--- src/rtl/core/u8u16_pkg.sv ---
// Shared types, constants and byte classification for the UTF-8 to UTF-16 decoder.
// No dependencies.
package u8u16_pkg;

    localparam logic [15:0] REPLACEMENT = 16'hFFFD;
    localparam logic [15:0] HI_BASE     = 16'hD800;
    localparam logic [15:0] LO_BASE     = 16'hDC00;
    localparam logic [20:0] CP_MAX      = 21'h10FFFF;
    localparam logic [20:0] CP_SUPP     = 21'h010000;
    localparam logic [20:0] SURR_FIRST  = 21'h00D800;
    localparam logic [20:0] SURR_END    = 21'h00E000;
    localparam logic [20:0] LEAST_2     = 21'h000080;
    localparam logic [20:0] LEAST_3     = 21'h000800;
    localparam logic [20:0] LEAST_4     = 21'h010000;
    localparam logic [7:0]  MASK_2      = 8'hE0;
    localparam logic [7:0]  MARK_2      = 8'hC0;
    localparam logic [7:0]  MASK_3      = 8'hF0;
    localparam logic [7:0]  MARK_3      = 8'hE0;
    localparam logic [7:0]  MASK_4      = 8'hF8;
    localparam logic [7:0]  MARK_4      = 8'hF0;

    typedef struct packed {
        logic [7:0] data;
        logic       last;
    } q_item_t;

    typedef struct packed {
        logic    valid;
        q_item_t item;
    } q_head_t;

    // continuation bytes a lead asks for; zero for ASCII and invalid leads
    function automatic logic [1:0] lead_len(input logic [7:0] b);
        logic [1:0] k;
        k = 2'd0;
        if ((b & MASK_2) == MARK_2)
        begin
            k = 2'd1;
        end
        else if ((b & MASK_3) == MARK_3)
        begin
            k = 2'd2;
        end
        else if ((b & MASK_4) == MARK_4)
        begin
            k = 2'd3;
        end
        return k;
    endfunction

    function automatic logic is_cont(input logic [7:0] b);
        return b[7:6] == 2'b10;
    endfunction

    // window starting at lead is an unfinished sequence that waits for more bytes
    function automatic logic holds(input logic [7:0] lead, input logic [2:0] avail,
                                   input logic fin);
        logic [1:0] k;
        k = lead_len(lead);
        return !fin && (avail != 3'd0) && (k != 2'd0) && (avail <= {1'b0, k});
    endfunction

endpackage

--- src/rtl/core/utf8_to_utf16_decoder.sv ---
// Top level of the UTF-8 to UTF-16 decoder: input FIFO and decode engine.
// Depends on u8u16_pkg, u8u16_queue and u8u16_back.
//
// Input channel (in_valid/in_ready) takes one UTF-8 byte per item with
// string_end on the last byte of a string. Output channel (out_valid/out_ready)
// gives one UTF-16 code unit per item; run_last marks the last unit caused by
// an input byte and string_done the last unit of the string. Malformed input
// gives U+FFFD. A byte that only extends an unfinished sequence gives no unit.
// Bytes wait in a QUEUE_DEPTH entry FIFO; the engine emits one unit per cycle
// into a single output register while that register is free, and takes no new
// byte until every unit caused by the current byte has been emitted. A byte
// that completes a surrogate pair gives two units, and held bytes are decoded
// again after a malformed sequence. An accepted byte passes through the FIFO
// and then the output register before out_valid rises. While out_ready is low
// the engine stops and the FIFO fills, then in_ready drops. Reset empties the
// FIFO, drops any held partial sequence and clears out_valid.
module utf8_to_utf16_decoder #(
    parameter int QUEUE_DEPTH = 4
) (
    input  logic        clk,
    input  logic        rst_n,
    input  logic        in_valid,
    output logic        in_ready,
    input  logic [7:0]  utf8_byte,
    input  logic        string_end,
    output logic        out_valid,
    input  logic        out_ready,
    output logic [15:0] code_unit,
    output logic        run_last,
    output logic        string_done
);

    u8u16_pkg::q_item_t in_item;
    u8u16_pkg::q_head_t head;
    logic               pop;

    assign in_item.data = utf8_byte;
    assign in_item.last = string_end;

    u8u16_queue #(
        .DEPTH (QUEUE_DEPTH)
    ) u_queue (
        .clk      (clk),
        .rst_n    (rst_n),
        .in_valid (in_valid),
        .in_ready (in_ready),
        .in_item  (in_item),
        .pop      (pop),
        .head     (head)
    );

    u8u16_back u_back (
        .clk         (clk),
        .rst_n       (rst_n),
        .head        (head),
        .pop         (pop),
        .out_valid   (out_valid),
        .out_ready   (out_ready),
        .code_unit   (code_unit),
        .run_last    (run_last),
        .string_done (string_done)
    );

    a_done_is_last: assert property (@(posedge clk) disable iff (!rst_n)
        out_valid && string_done |-> run_last)
        else $error("string_done without run_last");

    a_hi_not_last: assert property (@(posedge clk) disable iff (!rst_n)
        out_valid && (code_unit[15:10] == 6'b110110) |-> !run_last)
        else $error("high surrogate closes a run");

    a_lo_follows_hi: assert property (@(posedge clk) disable iff (!rst_n)
        out_valid && out_ready && (code_unit[15:10] == 6'b110110)
        |=> out_valid && (code_unit[15:10] == 6'b110111))
        else $error("high surrogate not followed by low surrogate");

    a_no_pop_empty: assert property (@(posedge clk) disable iff (!rst_n)
        pop |-> head.valid)
        else $error("engine took a byte from an empty queue");

endmodule

--- src/rtl/core/u8u16_queue.sv ---
// Front end: accepts input items into a short FIFO in front of the decode engine.
// Depends on u8u16_pkg.
module u8u16_queue #(
    parameter int DEPTH = 4
) (
    input  logic                clk,
    input  logic                rst_n,
    input  logic                in_valid,
    output logic                in_ready,
    input  u8u16_pkg::q_item_t  in_item,
    input  logic                pop,
    output u8u16_pkg::q_head_t  head
);

    localparam int AW = (DEPTH > 1) ? $clog2(DEPTH) : 1;
    localparam int CW = $clog2(DEPTH + 1);

    u8u16_pkg::q_item_t mem_reg [DEPTH];
    logic [AW-1:0] wr_ptr_reg, wr_ptr_next;
    logic [AW-1:0] rd_ptr_reg, rd_ptr_next;
    logic [CW-1:0] count_reg, count_next;
    logic          push;
    logic          do_pop;

    assign in_ready   = count_reg != CW'(DEPTH);
    assign push       = in_valid && in_ready;
    assign do_pop     = pop && head.valid;
    assign head.valid = count_reg != '0;
    assign head.item  = mem_reg[rd_ptr_reg];

    always_comb
    begin
        wr_ptr_next = wr_ptr_reg;
        rd_ptr_next = rd_ptr_reg;
        count_next  = count_reg;
        if (push)
        begin
            wr_ptr_next = (wr_ptr_reg == AW'(DEPTH - 1)) ? '0 : wr_ptr_reg + 1'b1;
        end
        if (do_pop)
        begin
            rd_ptr_next = (rd_ptr_reg == AW'(DEPTH - 1)) ? '0 : rd_ptr_reg + 1'b1;
        end
        case ({push, do_pop})
            2'b10:   count_next = count_reg + 1'b1;
            2'b01:   count_next = count_reg - 1'b1;
            default: count_next = count_reg;
        endcase
    end

    always_ff @(posedge clk or negedge rst_n)
    begin
        if (!rst_n)
        begin
            wr_ptr_reg <= '0;
            rd_ptr_reg <= '0;
            count_reg  <= '0;
        end
        else
        begin
            wr_ptr_reg <= wr_ptr_next;
            rd_ptr_reg <= rd_ptr_next;
            count_reg  <= count_next;
        end
    end

    always_ff @(posedge clk)
    begin
        if (push)
        begin
            mem_reg[wr_ptr_reg] <= in_item;
        end
    end

endmodule

--- src/rtl/core/u8u16_back.sv ---
// Back end: byte window, sequence decode and one UTF-16 unit per cycle, while the
// output register is free, into the output register. Depends on u8u16_pkg.
module u8u16_back (
    input  logic               clk,
    input  logic               rst_n,
    input  u8u16_pkg::q_head_t head,
    output logic               pop,
    output logic               out_valid,
    input  logic               out_ready,
    output logic [15:0]        code_unit,
    output logic               run_last,
    output logic               string_done
);

    logic [3:0][7:0] win_reg, win_next;
    logic [2:0]      n_reg, n_next;
    logic            end_reg, end_next;
    logic            active_reg, active_next;
    logic            lo_pend_reg, lo_pend_next;
    logic [15:0]     lo_unit_reg, lo_unit_next;
    logic            out_valid_reg, out_valid_next;
    logic [15:0]     code_unit_reg, code_unit_next;
    logic            run_last_reg, run_last_next;
    logic            string_done_reg, string_done_next;

    logic [3:0][7:0] eff_win;
    logic [2:0]      eff_n;
    logic            eff_end;
    logic            go;
    logic [7:0]      lead;
    logic [1:0]      k;
    logic [2:0]      need;
    logic [20:0]     cp;
    logic [20:0]     least;
    logic [20:0]     supp;
    logic            cp_bad;
    logic [2:0]      bad_at;
    logic            emit;
    logic            pair;
    logic            hold;
    logic [15:0]     unit;
    logic [2:0]      consume;
    logic [3:0][7:0] rem_win;
    logic [2:0]      rem_n;
    logic            last;
    logic            done;

    // window as seen this cycle: a new byte is appended when no item is in progress
    always_comb
    begin
        eff_win = win_reg;
        eff_n   = n_reg;
        eff_end = end_reg;
        if (!active_reg)
        begin
            eff_win[n_reg[1:0]] = head.item.data;
            eff_n               = n_reg + 3'd1;
            eff_end             = head.item.last;
        end
    end

    assign go  = (active_reg || head.valid) && (!out_valid_reg || out_ready);
    assign pop = go && !active_reg;

    assign lead = eff_win[0];
    assign k    = u8u16_pkg::lead_len(lead);
    assign need = {1'b0, k} + 3'd1;

    always_comb
    begin
        case (k)
            2'd1:
            begin
                cp    = {10'd0, lead[4:0], eff_win[1][5:0]};
                least = u8u16_pkg::LEAST_2;
            end
            2'd2:
            begin
                cp    = {5'd0, lead[3:0], eff_win[1][5:0], eff_win[2][5:0]};
                least = u8u16_pkg::LEAST_3;
            end
            default:
            begin
                cp    = {lead[2:0], eff_win[1][5:0], eff_win[2][5:0], eff_win[3][5:0]};
                least = u8u16_pkg::LEAST_4;
            end
        endcase
    end

    assign cp_bad = (cp < least) || (cp > u8u16_pkg::CP_MAX) ||
                    ((cp >= u8u16_pkg::SURR_FIRST) && (cp < u8u16_pkg::SURR_END));
    assign supp   = cp - u8u16_pkg::CP_SUPP;

    always_comb
    begin
        if (!u8u16_pkg::is_cont(eff_win[1]))
        begin
            bad_at = 3'd1;
        end
        else if ((k >= 2'd2) && !u8u16_pkg::is_cont(eff_win[2]))
        begin
            bad_at = 3'd2;
        end
        else if ((k == 2'd3) && !u8u16_pkg::is_cont(eff_win[3]))
        begin
            bad_at = 3'd3;
        end
        else
        begin
            bad_at = 3'd0;
        end
    end

    always_comb
    begin
        emit    = 1'b0;
        pair    = 1'b0;
        hold    = 1'b0;
        unit    = u8u16_pkg::REPLACEMENT;
        consume = 3'd0;
        if (lo_pend_reg)
        begin
            emit = 1'b1;
            unit = lo_unit_reg;
        end
        else if (!lead[7])
        begin
            emit    = 1'b1;
            unit    = {8'h00, lead};
            consume = 3'd1;
        end
        else if (k == 2'd0)
        begin
            emit    = 1'b1;
            consume = 3'd1;
        end
        else if (u8u16_pkg::holds(lead, eff_n, eff_end))
        begin
            hold = 1'b1;
        end
        else if (eff_n < need)
        begin
            // string ended mid-sequence
            emit    = 1'b1;
            consume = eff_n;
        end
        else if (bad_at != 3'd0)
        begin
            emit    = 1'b1;
            consume = bad_at;
        end
        else
        begin
            emit    = 1'b1;
            consume = need;
            if (cp_bad)
            begin
                unit = u8u16_pkg::REPLACEMENT;
            end
            else if (cp < u8u16_pkg::CP_SUPP)
            begin
                unit = cp[15:0];
            end
            else
            begin
                pair = 1'b1;
                unit = u8u16_pkg::HI_BASE + 16'(supp[19:10]);
            end
        end
    end

    assign rem_win = eff_win >> {consume, 3'b000};
    assign rem_n   = eff_n - consume;
    assign last    = !pair && ((rem_n == 3'd0) || u8u16_pkg::holds(rem_win[0], rem_n, eff_end));
    assign done    = hold || (emit && last);

    always_comb
    begin
        win_next         = win_reg;
        n_next           = n_reg;
        end_next         = end_reg;
        active_next      = active_reg;
        lo_pend_next     = lo_pend_reg;
        lo_unit_next     = lo_unit_reg;
        out_valid_next   = out_valid_reg && !out_ready;
        code_unit_next   = code_unit_reg;
        run_last_next    = run_last_reg;
        string_done_next = string_done_reg;
        if (go)
        begin
            win_next     = rem_win;
            n_next       = rem_n;
            end_next     = eff_end;
            active_next  = !done;
            lo_pend_next = pair;
            lo_unit_next = u8u16_pkg::LO_BASE + 16'(supp[9:0]);
            if (emit)
            begin
                out_valid_next   = 1'b1;
                code_unit_next   = unit;
                run_last_next    = last;
                string_done_next = last && eff_end;
            end
        end
    end

    always_ff @(posedge clk or negedge rst_n)
    begin
        if (!rst_n)
        begin
            n_reg         <= 3'd0;
            end_reg       <= 1'b0;
            active_reg    <= 1'b0;
            lo_pend_reg   <= 1'b0;
            out_valid_reg <= 1'b0;
        end
        else
        begin
            n_reg         <= n_next;
            end_reg       <= end_next;
            active_reg    <= active_next;
            lo_pend_reg   <= lo_pend_next;
            out_valid_reg <= out_valid_next;
        end
    end

    always_ff @(posedge clk)
    begin
        win_reg         <= win_next;
        lo_unit_reg     <= lo_unit_next;
        code_unit_reg   <= code_unit_next;
        run_last_reg    <= run_last_next;
        string_done_reg <= string_done_next;
    end

    assign out_valid   = out_valid_reg;
    assign code_unit   = code_unit_reg;
    assign run_last    = run_last_reg;
    assign string_done = string_done_reg;

endmodule

--- config.mk ---
export PLATFORM = sky130hd
export DESIGN_NAME = utf8_to_utf16_decoder
export DESIGN_NICKNAME = d
export VERILOG_FILES = /design/src/rtl/core/u8u16_pkg.sv /design/src/rtl/core/utf8_to_utf16_decoder.sv /design/src/rtl/core/u8u16_queue.sv /design/src/rtl/core/u8u16_back.sv
export SDC_FILE = /design/constraint.sdc
export NUM_CORES = 1
export LEC_CHECK = 0
export BUFFER_PORTS_ARGS = -buffer_cell sky130_fd_sc_hd__buf_4
export CAP_MARGIN = 40
export CORE_UTILIZATION = 45
export CTS_CLUSTER_DIAMETER = 40
export CTS_CLUSTER_SIZE = 40
export DETAILED_ROUTE_END_ITERATION = 10
export PLACE_DENSITY_LB_ADDON = 0.25
export SLEW_MARGIN = 20
export SYNTH_ARGS = -nofsm -noshare
export SYNTH_HDL_FRONTEND = slang
export SYNTH_HIERARCHICAL = 1
export SYNTH_SLANG_ARGS = --single-unit
export TNS_END_PERCENT = 10
--- constraint.sdc ---
create_clock -name clk -period 6.5 [get_ports clk]
set_input_delay 0.65 -clock clk [delete_from_list [all_inputs] [get_ports clk]]
set_output_delay 0.65 -clock clk [all_outputs]
set_load 0.01 [all_outputs]
==> After elaboration in Yosys (flattened, before gate mapping) <==
Memory sizes are Yosys's and may differ from the RTL's.
Index checks and enable logic that the tools add are counted.
{ "classes": {"add_sub_neg": 10, "order_cmp": 11, "n_eq_ne": 17, "n_shift": 1, "mux": 57, "n_reduce_logical": 42} }
{ "op_table": {"columns": ["op", "n"], "rows": [
  ["16-bit two-way mux", 8],
  ["21-bit one-hot mux with 2 select lines", 1],
  ["17-bit one-hot mux with 2 select lines", 1],
  ["15-bit by 11-bit adder with 16-bit output, first input constant", 2],
  ["32-bit bitwise mux", 1],
  ["32-bit two-way mux", 1],
  ["32-bit by 6-bit >> shifter with 32-bit output", 1],
  ["3-bit two-way mux", 9],
  ["2-bit two-way mux", 12],
  ["21-bit by 16-bit greater-or-equal comparator with 1-bit output, second input constant", 1],
  ["21-bit > comparator, second input constant", 1],
  ["21-bit by 16-bit less-than comparator with 1-bit output, second input constant", 1],
  ["21-bit by 17-bit less-than comparator with 1-bit output", 1],
  ["21-bit by 17-bit less-than comparator with 1-bit output, second input constant", 1],
  ["1-bit two-way mux", 21],
  ["20-bit by 17-bit subtractor with 20-bit output, second input constant", 1],
  ["1-bit logical AND", 18],
  ["8-bit demux with 2-bit select", 1],
  ["2-bit == test, second input constant", 8],
  ["3-bit nonzero test", 4],
  ["5-bit == test, second input constant", 2],
  ["4-bit == test, second input constant", 2],
  ["1-bit zero test", 8],
  ["8-bit two-way mux", 1],
  ["other kinds (19)", 31]
]} }
{ "word_totals": {"reg_bits": 80, "mem_bits_rw": 36, "in_bits": 13, "wordCells": 155, "memories": 1} }
{ "memory_table": {"columns": ["memory", "words", "word_bits", "read_ports", "rd_clocked_by_memory_dff", "wr", "line_no", "rtl"], "rows": [
  ["u_queue.mem_reg", 4, 9, 1, 0, 1, "u8u16_queue.sv:18", "u8u16_pkg::q_item_t mem_reg [DEPTH];"]
]} }

==> Logic depth before layout (Yosys ltp) <==
Gate-level depths: netlist of the first run.
{ "depth": {"ltp_word": 35, "ltp_mapped": 26, "ltp_nobuf": 24} }

==> Hierarchy <==
The synthesis of the first run kept the hierarchy.
{ "by_module_without_submodules": {"columns": ["mod", "n_inst", "cells_per_inst", "area_per_inst_um2"], "rows": [
  ["u8u16_back", 1, 555, 5126.2],
  ["u8u16_queue", 1, 87, 1755.4]
]} }

==> Worst setup path after synthesis of the first run <==
No wires, ideal clock.
{ "synth_timing": {"path_type": "reg2reg", "from": "register u_queue.rd_ptr_reg[0]", "to": "register u_back.active_reg", "arrival_time_ns": 5.481, "path_slack_ns": 0.892, "path_stages_with_launch": 24, "n_path_buf": 5, "period_less_slack_ns": 5.608, "path_cell_list": "dfrtp_1 -> buf_4 -> mux4_2 -> nand2_1 -> mux2_2 -> clkbuf_1 -> or3_1 -> ha_1 -> nor2b_1 -> a2bb2oi_1 -> a211oi_1 -> nor2_1 -> a21oi_1 -> buf_4 -> buf_2 -> buf_1 -> nand2b_1 -> fa_1 -> ha_1 -> nor2b_1 -> o21ai_0 -> and2_1 -> a31oi_1 -> a221o_1"} }
{ "synth_lines": {"columns": ["element", "line_no", "rtl"], "rows": [
  ["start: declaration", "u8u16_queue.sv:20", "logic [AW-1:0] rd_ptr_reg, rd_ptr_next;"],
  ["start signal: assignment", "u8u16_queue.sv:62", "rd_ptr_reg <= rd_ptr_next;"],
  ["end signal: assignment", "u8u16_back.sv:221", "active_reg <= active_next;"],
  ["end: declaration", "u8u16_back.sv:18", "logic active_reg, active_next;"]
]} }

==> reports/results.tsv, run 1 <==
stage	metric	value	unit
synth	Avg Inst Size Synth	10.7	sq um
worst_setup_path	Critical Path AT	6330	ps
synth	top area cells in the synthesized netlist	edfxtp_1, mux2i_1, dfrtp_1	
global_routing	vias in the first global route	5203	
synth	Post-Synthesis Cells	642	
synth	Cell Area, Synth	6880	sq um
outcome	status	finished with violations	
timing	Final Setup Violations	0	
cells_and_area	Layout Nets	705	
timing	final hold violations	0	
timing	RSZ-0062 raised after global routing	false	
cells_and_area	most frequent cells in the layout	edfxtp_1, nand2_1, nor2_1	
global_routing	initial antenna violation count	0	
die	Die X	126	um
timing	Tmin final	6080	ps
clock_network	CTS clk-pin slew, worst paths	80	ps
route	total number of vias	5342	
worst_setup_path	WP data required	6750	ps
die	die height	126	um
worst_hold_path	Hold WC Path Type	input pin to asynchronous set/reset pin	
worst_setup_path	worst-path fanout max	33	
place	DP HPWL	13600	um
global_routing	GR Util All Layers	23.9	%
global_routing	largest net degree at the start of global routing	35	
clock_network	CTS Buffer Depth	2	
timing	worst hold slack	118	ps
timing	highest clock rate	164	MHz
route	Remaining DRCs	3	
synth	FF+latch count, synth	110	
place	Port Buffers	32	
clock_network	latest clock arrival within the worst-skew pair	370	ps
synth	Synth Area in Compound Gates	16.0	%
synth	Synthesis Warnings	6	
timing	fin. max-slew vios	0	
die	Initial Util	46.6	%
timing	Max-slew headroom	45.7	%
cells_and_area	Reg area	3230	sq um
worst_setup_path	Startpoint Class	register	
run	max-cap viol count	0	
route	1st-iter DRT viols	469	
cells_and_area	diodes inserted	0	
die	die area	15800	sq um
cells_and_area	final design utilization	51.8	%
clock_network	# resized after CTS	0	
global_routing	grt total ovfl	0	
synth	Post-synth EDFFs	96	
route	DR pass1 iterations	8	
worst_setup_path	CP Capture Type	register	
place	placed cells	843	
die	Core Area	14800	sq um
cells_and_area	filler instances	1317	
global_routing	first-pass GRT wire length	28800	um
clock_network	Hold Buf Count CTS	0	
route	Via density	6.22	
cells_and_area	fraction of layout cells with a size suffix above 1	16.3	%
synth	post-synthesis adder-cell area fraction	4.22	%
cells_and_area	most common cell after layout, fill and taps aside	edfxtp_1	
clock_network	root buffer cell	clkbuf_16	
synth	register area share after synthesis	47.0	%
die	I/O pin cnt	33	
cells_and_area	area used by multi-input combinational logic	3380	sq um
die	Row Count	44	
clock_network	CTS tree	yes	
synth	Synth Flop Type	edfxtp_1	
synth	simple-gate share of the synthesized area	14.6	%
route	WL final	18200	um
outcome	failing checks	design-rule violations	
cells_and_area	number of flip-flops in the largest register	36	
clock_network	total CTS buffers	9	
synth	Syn Nets	677	
synth	portion of netlist area occupied by mux cells	13.0	%
timing	Sum Neg Setup Slack	0	ps
timing	fin crit share	93.6	%
cells_and_area	layout overhead on the synthesized area	11.1	%
clock_network	Sink Count	110	
clock_network	H-tree levels	3	
synth	post-synth top area cell	edfxtp_1	
worst_setup_path	crit path kind	register to register	
place	gp weighted congestion	0.976	
synth	XOR/XNOR Fraction of Synth Area	1.15	%
synth	Yosys top cell area share	41.9	%
route	drt wl/cell	21.2	um
clock_network	setup repair bufs after CTS	0	
cells_and_area	Final Non-Filler Cells	859	
synth	largest family of logic cells by synthesized area	compound AO/OA/AOI/OAI gates	
route	post-route ant nets	0	
timing	slew at the pin closest to its max-slew limit	815	ps
synth	synth unique cells	76	
synth	Post-synth ARST share	12.7	%
timing	Setup Skew	10.0	ps
layer usage:
layer | up-vias | wire length [um] | GRT usage (%) | share of wire [%]
li1 | 2465 | - | - | -
met1 | 2599 | 8160 | 33.0 | 45
met2 | 244 | 8170 | 37.3 | 45
met3 | 34 | 1280 | 4.04 | 7.1
met4 | 0 | 571 | 9.97 | 3.1
met5 | - | 0 | 0 | 0
final cells by class:
cell class	instances	area share [%]
Clock buffer	9	2.95
Timing Repair Buffer	52	5.17
Sequential cell	110	42.3
Clock inverter	7	1.16
Tap cell	184	3.01
Inverter	25	1.23
Multi-Input combinational cell	472	44.2
kinds of logic (layout without fill, tap and decap cells):
family	after synthesis	count (layout)
AOI/OAI and AO/OA	166	166
xor gates and xnor gates	9	9
adders and majority gates	22	22
buffers and inverters	60	93
DFF	110	110
muxes	74	74
and+or+nand+nor	201	201
final timing paths:
kind / startpoint / end / slack (ps) / cells past startpoint
max in group asynchronous: rst_n / u_back/active_reg / 6210 / 1
hold reg to reg: u_queue/count_reg[2] / u_queue/count_reg[2] / 490 / 1
setup / recovery: u_queue/rd_ptr_reg[0] / u_back/active_reg / 420 / 21
hold / removal: rst_n / u_queue/wr_ptr_reg[1] / 120 / 1
setup reg to reg: u_queue/rd_ptr_reg[0] / u_back/active_reg / 420 / 21
min in group clk: utf8_byte[0] / u_queue/mem_reg[2][1] / 480 / 1
cell usage after synthesis, drive strengths merged (3+ instances only):
library cell  number
a211oi            10
nor2b             15
a22o               3
inv               24
mux4               9
nand2b            15
mux2              19
a22oi              4
a21oi             46
clkbuf            10
buf               25
nor4               4
nand2             58
o21ai             36
a221o              4
o31ai              3
a31oi             15
o211ai            11
xnor2              5
edfxtp            96
nand3              9
xor2               4
ha                20
o2111ai            3
dfrtp             14
nor3              11
mux2i             46
nor2              56
a211o              7
and2               5
and3               6
or3                6
o22ai              8
stage by stage:
| stage | setup slack [ps] | cell area (sq um) |
|---|---|---|
| floorplan | 892 | 6880 |
| global placement | 795 | 7290 |
| detailed placement | 534 | 7330 |
| CTS | 503 | 7640 |
| global route | 15.9 | 7640 |
| finish | 415 | 7640 |
critical path, cell delays in order (launching register included):
cell	delay [ps]
dfrtp_1	780
mux4_2	470
nand2_1	110
mux2_2	350
or3_1	400
ha_1	320
nor2b_1	140
a2bb2oi_1	130
a211oi_1	590
nor2_1	180
a21oi_4	340
buf_4	380
mux2i_1	340
nor2_1	90
o21ai_0	190
and2_1	150
ha_1	140
nor2b_1	40
o21ai_0	250
and2_1	200
a31oi_1	90
a221o_1	260
Power of run 1 is left out: the tool's default activity adds up to more than one toggle a clock period on the data nets, which glitch-free logic cannot reach.
==> inputs of run 2 (changes only) <==
BUFFER_PORTS_ARGS = -buffer_cell sky130_fd_sc_hd__buf_2   (was -buffer_cell sky130_fd_sc_hd__buf_4)
==> reports/results.tsv, run 2 (same netlist as run 1, synthesis figures left out) <==
stage	metric	value	unit	change
worst_setup_path	WP data required	6740	ps	about the same
worst_setup_path	CP most frequent cell	ha_1		
die	die height	126	um	unchanged
route	DR pass1 iterations	8		unchanged
die	die area	15800	sq um	unchanged
route	total number of vias	5307		-0.66%
route	1st-iter DRT viols	555		+18%
timing	worst hold slack	171	ps	+52.9 ps
cells_and_area	diodes inserted	0		unchanged
worst_hold_path	Hold WC Path Type	input pin to asynchronous set/reset pin		
die	Core Area	14800	sq um	unchanged
cells_and_area	most frequent cells in the layout	edfxtp_1, nand2_1, nor2_1		
route	drt wl/cell	21.1	um	-0.41%
run	max-cap viol count	0		unchanged
clock_network	Sink Count	110		unchanged
clock_network	CTS tree	yes		
timing	fin crit share	89.7	%	-3.9 points
die	I/O pin cnt	33		unchanged
timing	Setup Skew	8.88	ps	-1.17 ps
clock_network	Hold Buf Count CTS	0		unchanged
route	post-route ant nets	0		unchanged
worst_setup_path	worst setup path startpoint	u_back/n_reg[0]		
timing	slew at the pin closest to its max-slew limit	920	ps	+105 ps
global_routing	initial antenna violation count	0		unchanged
global_routing	GR Util All Layers	23.9	%	about the same
global_routing	largest net degree at the start of global routing	46		+31%
die	Row Count	44		unchanged
timing	highest clock rate	171	MHz	+4.4%
timing	Tmin final	5830	ps	-254 ps
worst_setup_path	crit path kind	register to register		
place	Port Buffers	32		unchanged
clock_network	setup repair bufs after CTS	0		unchanged
timing	final hold violations	0		unchanged
global_routing	first-pass GRT wire length	29000	um	+0.84%
worst_setup_path	worst-path fanout max	11		-67%
timing	RSZ-0062 raised after global routing	false		
clock_network	CTS clk-pin slew, worst paths	80	ps	about the same
route	Via density	6.19		-0.42%
worst_setup_path	Startpoint Class	register		
worst_setup_path	Worst Setup EP	u_back/active_reg		
die	Die X	126	um	unchanged
worst_setup_path	reg2reg start	u_back/n_reg[0]		
die	Initial Util	46.6	%	unchanged
cells_and_area	layout overhead on the synthesized area	10.1	%	
worst_setup_path	CP max-delay cell	mux2_2		
place	gp weighted congestion	0.935		-4.2%
clock_network	CTS Buffer Depth	2		unchanged
place	dpl cell area	7230	sq um	-1.3%
clock_network	latest clock arrival within the worst-skew pair	360	ps	about the same
worst_setup_path	Critical Path AT	6070	ps	-260 ps
global_routing	grt total ovfl	0		unchanged
timing	Final Setup Violations	0		unchanged
cells_and_area	final instance area	7570	sq um	-0.92%
clock_network	# resized after CTS	0		unchanged
worst_setup_path	Reg-to-Reg End	u_back/active_reg		
worst_setup_path	CP Capture Type	register		
timing	Sum Neg Setup Slack	0	ps	unchanged
global_routing	vias in the first global route	5251		+0.92%
cells_and_area	Layout Nets	703		-0.28%
timing	Max-slew headroom	37.1	%	-8.6 points
place	placed cells	840		-0.36%
route	Remaining DRCs	3		unchanged
place	DP HPWL	13300	um	-2.3%
cells_and_area	number of flip-flops in the largest register	36		unchanged
clock_network	total CTS buffers	9		unchanged
clock_network	root buffer cell	clkbuf_16		
route	WL final	18100	um	-0.64%
worst_setup_path	worst r2r path cells	23		+9.5%
clock_network	H-tree levels	3		unchanged
worst_setup_path	CP Cell Sequence	inv_1, ha_1, nand2b_1, mux2_2, or3_1, ha_1, nor2b_1, a2bb2oi_1, a211oi_1, buf_4, nand2b_1, a311oi_4, buf_4, mux2i_1, mux2i_1, nor2_1, o211ai_1, ha_1, nor2b_1, o21ai_0, and2_1, a31oi_1, a221o_1		
cells_and_area	fraction of layout cells with a size suffix above 1	16.2	%	-0.10 points
cells_and_area	Final Non-Filler Cells	857		-0.23%
worst_setup_path	R2R setup slack	670	ps	+250 ps
outcome	status	finished with violations		
outcome	failing checks	design-rule violations		
worst_setup_path	Critical Path Max Stage Delay	500	ps	-280 ps
cells_and_area	most common cell after layout, fill and taps aside	edfxtp_1		
timing	fin. max-slew vios	0		unchanged
-- run 2: worst min path at each step --
stage	from	endpoint	slack [ps]	depth (start not counted)
2_1_floorplan	rst_n	u_back/active_reg	350	0
3_5_place_dp	u_back/end_reg	u_back/end_reg	480	2
4_1_cts	rst_n	u_queue/wr_ptr_reg[0]	180	1
6_report	rst_n	u_queue/wr_ptr_reg[1]	170	1
3_3_place_gp	u_queue/count_reg[2]	u_queue/count_reg[2]	460	1
5_1_grt	rst_n	u_queue/wr_ptr_reg[0]	190	1
-- run 2: critical path: cells and delay by family, from the launching register on --
family / cells / cell delay [ps]
AND/OR/NAND/NOR: 7 / 1690
AO/OA/AOI/OAI: 7 / 1320
adder cells (fa/ha/maj): 3 / 880
multiplexers: 3 / 870
buffers and inverters: 3 / 490
flip-flops: 1 / 470
-- run 2: stage by stage --
stage / utilization (%) / setup WS, ps
2_1_floorplan: - / 892
4_1_cts: 51.2 / 725
3_5_place_dp: 49.0 / 749
6_report: 51.3 / 669
3_3_place_gp: 48.8 / 876
5_1_grt: 51.3 / 173
-- run 2: cell type report --
cell class              instances  area (sq um)
repair buffers                 50           314
clock buffers                   9           225
well taps                     184           230
multi-input cells             472          3380
fillers                      1321          7180
clock inverters                 7           100
flip-flops and latches        110          3230
inverters                      25          93.8
-- run 2: layer usage --
layer / GRT usage (%) / up-vias / part of all wire [%]
met5: 0 / - / 0
met3: 4.76 / 21 / 6.8
li1: - / 2470 / -
met2: 36.7 / 200 / 45
met1: 34.5 / 2616 / 47
met4: 6.24 / 0 / 1.4
Power of run 2 is left out for the same reason.
